$ cat src/hdl/circular_row_pad_grad_accumulate_unit_assert.svh
// Assertion macros for the circular row padding gradient accumulator.
`ifndef CIRCULAR_ROW_PAD_GRAD_ACCUMULATE_UNIT_ASSERT_SVH
`define CIRCULAR_ROW_PAD_GRAD_ACCUMULATE_UNIT_ASSERT_SVH
`ifndef SYNTHESIS
// The consequent must hold in the same cycle as the antecedent.
`define CRPGA_ASSERT_IMP(lbl, clk, rst_n, ante, cons) \
	lbl: assert property (@(posedge clk) disable iff (!rst_n) (ante) |-> (cons)) \
		else $error("crpga: same-cycle check failed");
// The consequent must hold in the cycle after the antecedent.
`define CRPGA_ASSERT_NXT(lbl, clk, rst_n, ante, cons) \
	lbl: assert property (@(posedge clk) disable iff (!rst_n) (ante) |=> (cons)) \
		else $error("crpga: next-cycle check failed");
`else
`define CRPGA_ASSERT_IMP(lbl, clk, rst_n, ante, cons)
`define CRPGA_ASSERT_NXT(lbl, clk, rst_n, ante, cons)
`endif
`endif

$ cat src/hdl/crpga_pkg.sv
// Shared types and constants of the circular row padding gradient accumulator.
package crpga_pkg;

	localparam int ACC_DEPTH_DEF = 4096;
	localparam int VALUE_W       = 32;
	localparam int PROD_W        = 32;
	localparam int CFG_ADDR_W    = 3;
	localparam int CFG_DATA_W    = 9;
	localparam int COL_W         = 10;
	localparam int ROW_W         = 10;
	localparam int CHAN_W        = 7;
	localparam int BATCH_W       = 5;

	localparam logic [VALUE_W-1:0] VAL_MAX = {1'b0, {(VALUE_W-1){1'b1}}};
	localparam logic [VALUE_W-1:0] VAL_MIN = {1'b1, {(VALUE_W-1){1'b0}}};

	// Configuration register indexes.
	typedef enum logic [CFG_ADDR_W-1:0] {
		REG_BATCHES,
		REG_CHANNELS,
		REG_ORIG_HEIGHT,
		REG_ORIG_WIDTH,
		REG_PAD_ROWS,
		REG_PAD_COLS,
		REG_ONE_SIDED
	} cfg_reg_t;

	typedef struct packed {
		logic [4:0] batches;
		logic [6:0] channels;
		logic [8:0] orig_height;
		logic [8:0] orig_width;
		logic [7:0] pad_rows;
		logic [7:0] pad_cols;
		logic       one_sided;
	} cfg_t;

	typedef struct packed {
		logic                      req_type;
		logic signed [VALUE_W-1:0] grad_value;
	} req_t;

	typedef struct packed {
		logic signed [VALUE_W-1:0] acc_value;
		logic                      last;
	} rsp_t;

	// Result of the index unit: flat index (accumulate) or drain length (drain).
	typedef struct packed {
		logic              done;
		logic              drain;
		logic              keep;
		logic [PROD_W-1:0] p;
	} idx_res_t;

endpackage

$ cat src/hdl/crpga_index_unit.sv
// Position counters and the shared multiply-add sequencer for store indexes.
module crpga_index_unit import crpga_pkg::*; (
	input  logic     clk,
	input  logic     arst_n,
	input  cfg_t     cfg,
	input  logic     start,
	input  logic     drain,
	output idx_res_t res
);

	typedef enum logic [1:0] {STEP_IDLE, STEP_ROW, STEP_COL} step_t;

	step_t              step_q;
	logic               done_q;
	logic               drain_q;
	logic               keep_q;
	logic [PROD_W-1:0]  p_q;
	logic [8:0]         h_q;
	logic [8:0]         w_q;
	logic [COL_W-1:0]   col_q;
	logic [ROW_W-1:0]   row_q;
	logic [CHAN_W-1:0]  chan_q;
	logic [BATCH_W-1:0] batch_q;

	logic signed [11:0] oh_s;
	logic signed [11:0] h_raw;
	logic signed [11:0] h_adj;
	logic               in_range;
	logic [PROD_W-1:0]  first_p;
	logic [10:0]        ph;
	logic [9:0]         pw;
	logic [10:0]        col_nx;
	logic [10:0]        row_nx;
	logic [7:0]         chan_nx;
	logic [5:0]         batch_nx;

	// Row shifted by the padding and wrapped once into the original height.
	always_comb begin
		oh_s  = $signed({3'b0, cfg.orig_height});
		h_raw = $signed({2'b0, row_q}) - $signed({4'b0, cfg.pad_rows});
		if (h_raw < 0) begin
			h_adj = h_raw + oh_s;
		end else if (h_raw >= oh_s) begin
			h_adj = h_raw - oh_s;
		end else begin
			h_adj = h_raw;
		end
		in_range = ({1'b0, cfg.orig_width} > col_q) && !h_adj[11] && (h_adj < oh_s);
	end

	// First multiply-add: batch by channels, plus channel when accumulating.
	always_comb begin
		if (drain) begin
			first_p = PROD_W'(cfg.batches) * PROD_W'(cfg.channels);
		end else begin
			first_p = PROD_W'(batch_q) * PROD_W'(cfg.channels) + PROD_W'(chan_q);
		end
	end

	// Padded extents and incremented counters.
	always_comb begin
		ph       = {2'b0, cfg.orig_height} +
			(cfg.one_sided ? {3'b0, cfg.pad_rows} : {2'b0, cfg.pad_rows, 1'b0});
		pw       = {1'b0, cfg.orig_width} + {2'b0, cfg.pad_cols};
		col_nx   = {1'b0, col_q} + 11'd1;
		row_nx   = {1'b0, row_q} + 11'd1;
		chan_nx  = {1'b0, chan_q} + 8'd1;
		batch_nx = {1'b0, batch_q} + 6'd1;
	end

	// Step control and position counters.
	always_ff @(posedge clk or negedge arst_n) begin
		if (!arst_n) begin
			step_q  <= STEP_IDLE;
			done_q  <= 1'b0;
			col_q   <= '0;
			row_q   <= '0;
			chan_q  <= '0;
			batch_q <= '0;
		end else begin
			done_q <= (step_q == STEP_COL);
			case (step_q)
				STEP_IDLE: begin
					if (start) begin
						step_q <= STEP_ROW;
					end
				end
				STEP_ROW: begin
					step_q <= STEP_COL;
				end
				STEP_COL: begin
					step_q <= STEP_IDLE;
				end
				default: begin
					step_q <= STEP_IDLE;
				end
			endcase
			if (start && !drain) begin
				if (col_nx < {1'b0, pw}) begin
					col_q <= col_nx[COL_W-1:0];
				end else begin
					col_q <= '0;
					if (row_nx < ph) begin
						row_q <= row_nx[ROW_W-1:0];
					end else begin
						row_q <= '0;
						if (chan_nx < {1'b0, cfg.channels}) begin
							chan_q <= chan_nx[CHAN_W-1:0];
						end else begin
							chan_q <= '0;
							if (batch_nx < {1'b0, cfg.batches}) begin
								batch_q <= batch_nx[BATCH_W-1:0];
							end else begin
								batch_q <= '0;
							end
						end
					end
				end
			end
		end
	end

	// Multiply-add datapath: times height plus row, then times width plus column.
	always_ff @(posedge clk) begin
		if (start && step_q == STEP_IDLE) begin
			drain_q <= drain;
			keep_q  <= in_range;
			h_q     <= h_adj[8:0];
			w_q     <= col_q[8:0];
			p_q     <= first_p;
		end else if (step_q == STEP_ROW) begin
			p_q <= p_q * PROD_W'(cfg.orig_height) + (drain_q ? '0 : PROD_W'(h_q));
		end else if (step_q == STEP_COL) begin
			p_q <= p_q * PROD_W'(cfg.orig_width) + (drain_q ? '0 : PROD_W'(w_q));
		end
	end

	assign res = '{done: done_q, drain: drain_q, keep: keep_q, p: p_q};

endmodule

$ cat config.mk
export PLATFORM = sky130hd
export DESIGN_NAME = crpga_index_unit
export DESIGN_NICKNAME = d
export VERILOG_FILES = /design/src/hdl/circular_row_pad_grad_accumulate_unit_assert.svh /design/src/hdl/crpga_pkg.sv /design/src/hdl/crpga_index_unit.sv
export SDC_FILE = /design/constraint.sdc
export NUM_CORES = 2
export LEC_CHECK = 0
export BUFFER_PORTS_ARGS = -buffer_cell sky130_fd_sc_hd__buf_2
export CAP_MARGIN = 20
export CORE_AREA = 4 4 212 214
export CTS_CLUSTER_DIAMETER = 150
export DETAILED_ROUTE_END_ITERATION = 10
export DIE_AREA = 0 0 216 218
export GPL_TIMING_DRIVEN = 0
export PLACE_DENSITY = 0.82
export SLEW_MARGIN = 15
export SYNTH_ARGS = -nofsm -noshare
export SYNTH_HDL_FRONTEND = slang
export SYNTH_SLANG_ARGS = --single-unit
export TNS_END_PERCENT = 30
$ cat constraint.sdc
create_clock -name clk -period 14.6 [get_ports clk]
set_clock_uncertainty 0.15 [all_clocks]
set_input_delay 2.92 -clock clk [delete_from_list [all_inputs] [get_ports clk]]
set_output_delay 2.92 -clock clk [all_outputs]
set_load 0.02 [all_outputs]
==> impl_metrics.py <==
metrics = {
    "clocking": {
        "cts_setup_buffers": 0,
        "root_buffer": "clkbuf_16",
        "cts_made_buffers": 9,
        "ctsHoldBuffers": 0,
        "path_clk_slew_ns": 0.08,
        "h-tree-depth": 3,
        "clk_latency_ns": 0.39,
        "clock_sinks": 87,
        "cts_tree": "built",
        "post_cts_resized": 0,
        "clockBufferDepth": 2,
    },
    "detailed_routing": {
        "vias_per_cell": 5.87,
        "dr.pass1.iters": 6,
        "wl_per_cell_um": 20.4,
        "via_count": 20800,
        "drc_errors": 0,
        "postRouteAntennaNets": 0,
        "wl_um": 72400,
        "initialDrtViolationCount": 1886,
    },
    "grt": {
        "grt_pass1_vias": 21800,
        "grt_pass1_wl_um": 115000,
        "grt_util_all_layers_pct": 31.2,
        "antenna_found_initial": 0,
        "grt_max_degree": 36,
        "gr-total-overflow": 0,
    },
    "layout": {
        "area_growth_pct": 6.17,
        "drive_above_1_share_pct": 4.36,
        "fill_cells": 3646,
        "seqCellArea_um2": 2440,
        "multi_input_area_um2": 20000,
        "insertedDiodeCount": 0,
        "fin_nets": 3689,
    },
    "worst_setup_path": {
        "max_stage_delay_ns": 0.69,
        "crit_path_cell_trace": "buf_2 -> clkbuf_1 -> buf_1 -> nand2_1 -> fa_1 -> inv_1 -> fa_1 -> fa_1 -> inv_1 -> fa_1 -> fa_1 -> inv_1 -> ha_1 -> nand2_1 -> o31ai_1 -> a21oi_1 -> o31ai_1 -> a211oi_1 -> nor2_1 -> xnor2_1 -> o22ai_1",
        "crit_type": "input port to flop",
        "cp-start-kind": "input port",
        "crit_path_top_delay_cell": "clkbuf_1",
        "crit_fanout": 10,
        "endpoint_kind": "flop",
        "path_buf_inv": 6,
        "crit_family": "adder cells",
        "critical_path_arrival_ns": 10.26,
        "crit_top_cell": "fa_1",
        "cp_data_required_time_ns": 14.54,
    },
    "yosys": {
        "synth-seq-cells": 87,
        "synth_async_sr_flop_share_pct": 40.2,
        "syn_inst": 2857,
        "ys_seq_area_share_pct": 9.87,
        "synth_flop_cell": "edfxtp_1",
        "syn_area_um2": 24700,
        "syn-num-nets": 3592,
        "synth_edf_count": 52,
        "ys_warn_count": 0,
        "syn_area_per_cell_um2": 8.64,
        "ys_types": 65,
    },
    "sta": {
        "timing.slew.headroom_pct": 20.5,
        "clock.fmax_ghz": 0.0968,
        "slew_viol_final": 0,
        "fin_crit_ns": 10.33,
        "rsz0062_at_grt": "no",
        "finalCritPeriodShare_pct": 70.7,
        "hold_viol_final": 0,
        "setup_viol": 0,
        "finalSetupTns_ns": 0,
        "worst_pin_slew_ns": 1.19,
    },
    "placed_design": {
        "dp_hpwl_um": 58700,
        "portBuffers": 83,
        "place.gp.congestion": 0.959,
    },
    "floorplan": {
        "rows": 76,
        "core_area_um2": 42900,
        "ios": 86,
        "die_w_um": 216,
        "die-area_um2": 47100,
        "start_util_pct": 57.6,
        "dieHeight_um": 218,
    },
    "min_path": {
        "hold_path.class": "flop to flop",
    },
    "flow_run": {
        "cap_violations": 0,
    },
    "status": {
        "status": "finished, final reports clean",
    },
}
cell usage in the layout, fill, tap and decap left out, drive strengths merged, types with 31 or more instances in the layout:
| master | n |
|---|---|
| inv | 482 |
| nand2 | 419 |
| fa | 410 |
| ha | 274 |
| and2 | 232 |
| a21oi | 127 |
| clkbuf | 127 |
| nor2 | 111 |
| xnor2 | 105 |
| buf | 93 |
| o21ai | 88 |
| edfxtp | 52 |
| xor2 | 37 |
| o21bai | 36 |
| dfrtp | 35 |
| nor2b | 32 |
| nand2b | 31 |
cells in the mapped netlist (6+ instances only):
library cell	n	share of area [%]
o21bai_1	36	1.1
nand2_1	419	6.4
mux2i_1	9	0.36
nand4_1	6	0.15
clkbuf_1	118	1.8
nor3_1	27	0.55
inv_1	479	7.3
nand3_1	30	0.61
a31oi_1	8	0.20
a221oi_1	6	0.21
ha_1	274	14
fa_1	410	33
a21o_1	30	0.91
edfxtp_1	52	6.3
o21a_1	20	0.61
o22ai_1	14	0.35
nand2b_1	31	0.79
nor4_1	8	0.20
dfrtp_1	35	3.5
o21ai_0	87	1.8
and2_1	231	5.9
a211o_1	6	0.21
o31ai_1	10	0.30
nor2_1	111	1.7
xor2_1	37	1.3
and3_1	11	0.28
o211ai_1	6	0.18
a211oi_1	21	0.64
a21oi_1	127	2.6
or2_2	6	0.15
nor2b_1	32	0.81
xnor2_1	105	3.7
flip-flops by register name (all words and copies together) (netlist names):
| signal | flops |
|---|---|
| keep_q | 1 |
| col_q | 10 |
| chan_q | 7 |
| p_q | 32 |
| row_q | 10 |
| w_q | 9 |
| drain_q | 1 |
| h_q | 9 |
| batch_q | 5 |
| step_q | 2 |
| done_q | 1 |
worst paths after layout:
| check | end | cells after the start | startpoint | slack, ns |
|---|---|---|---|---|
| setup / recovery | p_q[30]$_SDFFCE_PP0P_ | 21 | cfg[19] | 4.27 |
| hold / removal | w_q[8]$_DFFE_PP_ | 0 | col_q[8]$_DFFE_PN0P_ | 0.31 |
| setup reg to reg | p_q[30]$_SDFFCE_PP0P_ | 19 | p_q[6]$_DFFE_PP_ | 6.86 |
| hold reg to reg | w_q[8]$_DFFE_PP_ | 0 | col_q[8]$_DFFE_PN0P_ | 0.31 |
| max in group asynchronous | batch_q[2]$_DFFE_PN0P_ | 1 | arst_n | 11.28 |
| min in group asynchronous | row_q[0]$_DFFE_PN0P_ | 1 | arst_n | 2.48 |
layer usage:
layer,GRT usage (%),up-vias,wire length [µm]
li1,-,9192,-
met1,39.7,10200,27300
met2,51.8,1178,33800
met3,7.27,236,7800
met4,12.8,0,3560
met5,0,-,0
stage by stage:
step / hold slack (ns) / instances / worst slack [ns] / util (%) / instance area, µm²
final: 0.313 / 3544 / 4.27 / 61.1 / 26200
after global routing: 0.320 / 3544 / 4.23 / 61.1 / 26200
after CTS: 0.313 / 3543 / 4.54 / 61.1 / 26200
after detailed placement: 0.302 / 3527 / 4.18 / 60.4 / 25900
after global placement: 0.294 / 3525 / 4.26 / 60.3 / 25800
after floorplan: 0.275 / 2857 / 5.93 / - / 24700
worst register-to-register path, delay by kind of cell (launching register included):
family | cells | cell delay (ns)
simple gates | 3 | 0.51
flops | 1 | 0.67
compound gates | 5 | 2.07
buf+inv | 4 | 0.98
fa+ha+maj | 6 | 2.92
xor+xnor | 1 | 0.14
cell type report:
| cell class | instances | share of cell area, % |
|---|---|---|
| well taps | 585 | 2.79 |
| multi-input cells | 2166 | 76.2 |
| plain buffers | 125 | 1.85 |
| flip-flops and latches | 87 | 9.30 |
| inverters | 479 | 6.86 |
| clock buffers | 9 | 0.859 |
| clock inverters | 7 | 0.329 |
| repair buffers | 86 | 1.78 |
cell families after synthesis:
kind of cell    count (synthesis)  share of synthesized area (%)
mux                            13                          0.547
fa+ha+maj                     684                           47.1
compound gates                402                           10.4
buf+inv                       604                           9.24
xor+xnor                      142                           5.04
flops                          87                           9.87
simple gates                  925                           17.8
Power is left out: the tool's default activity adds up to more than one toggle a clock period on the data nets, which glitch-free logic cannot reach.
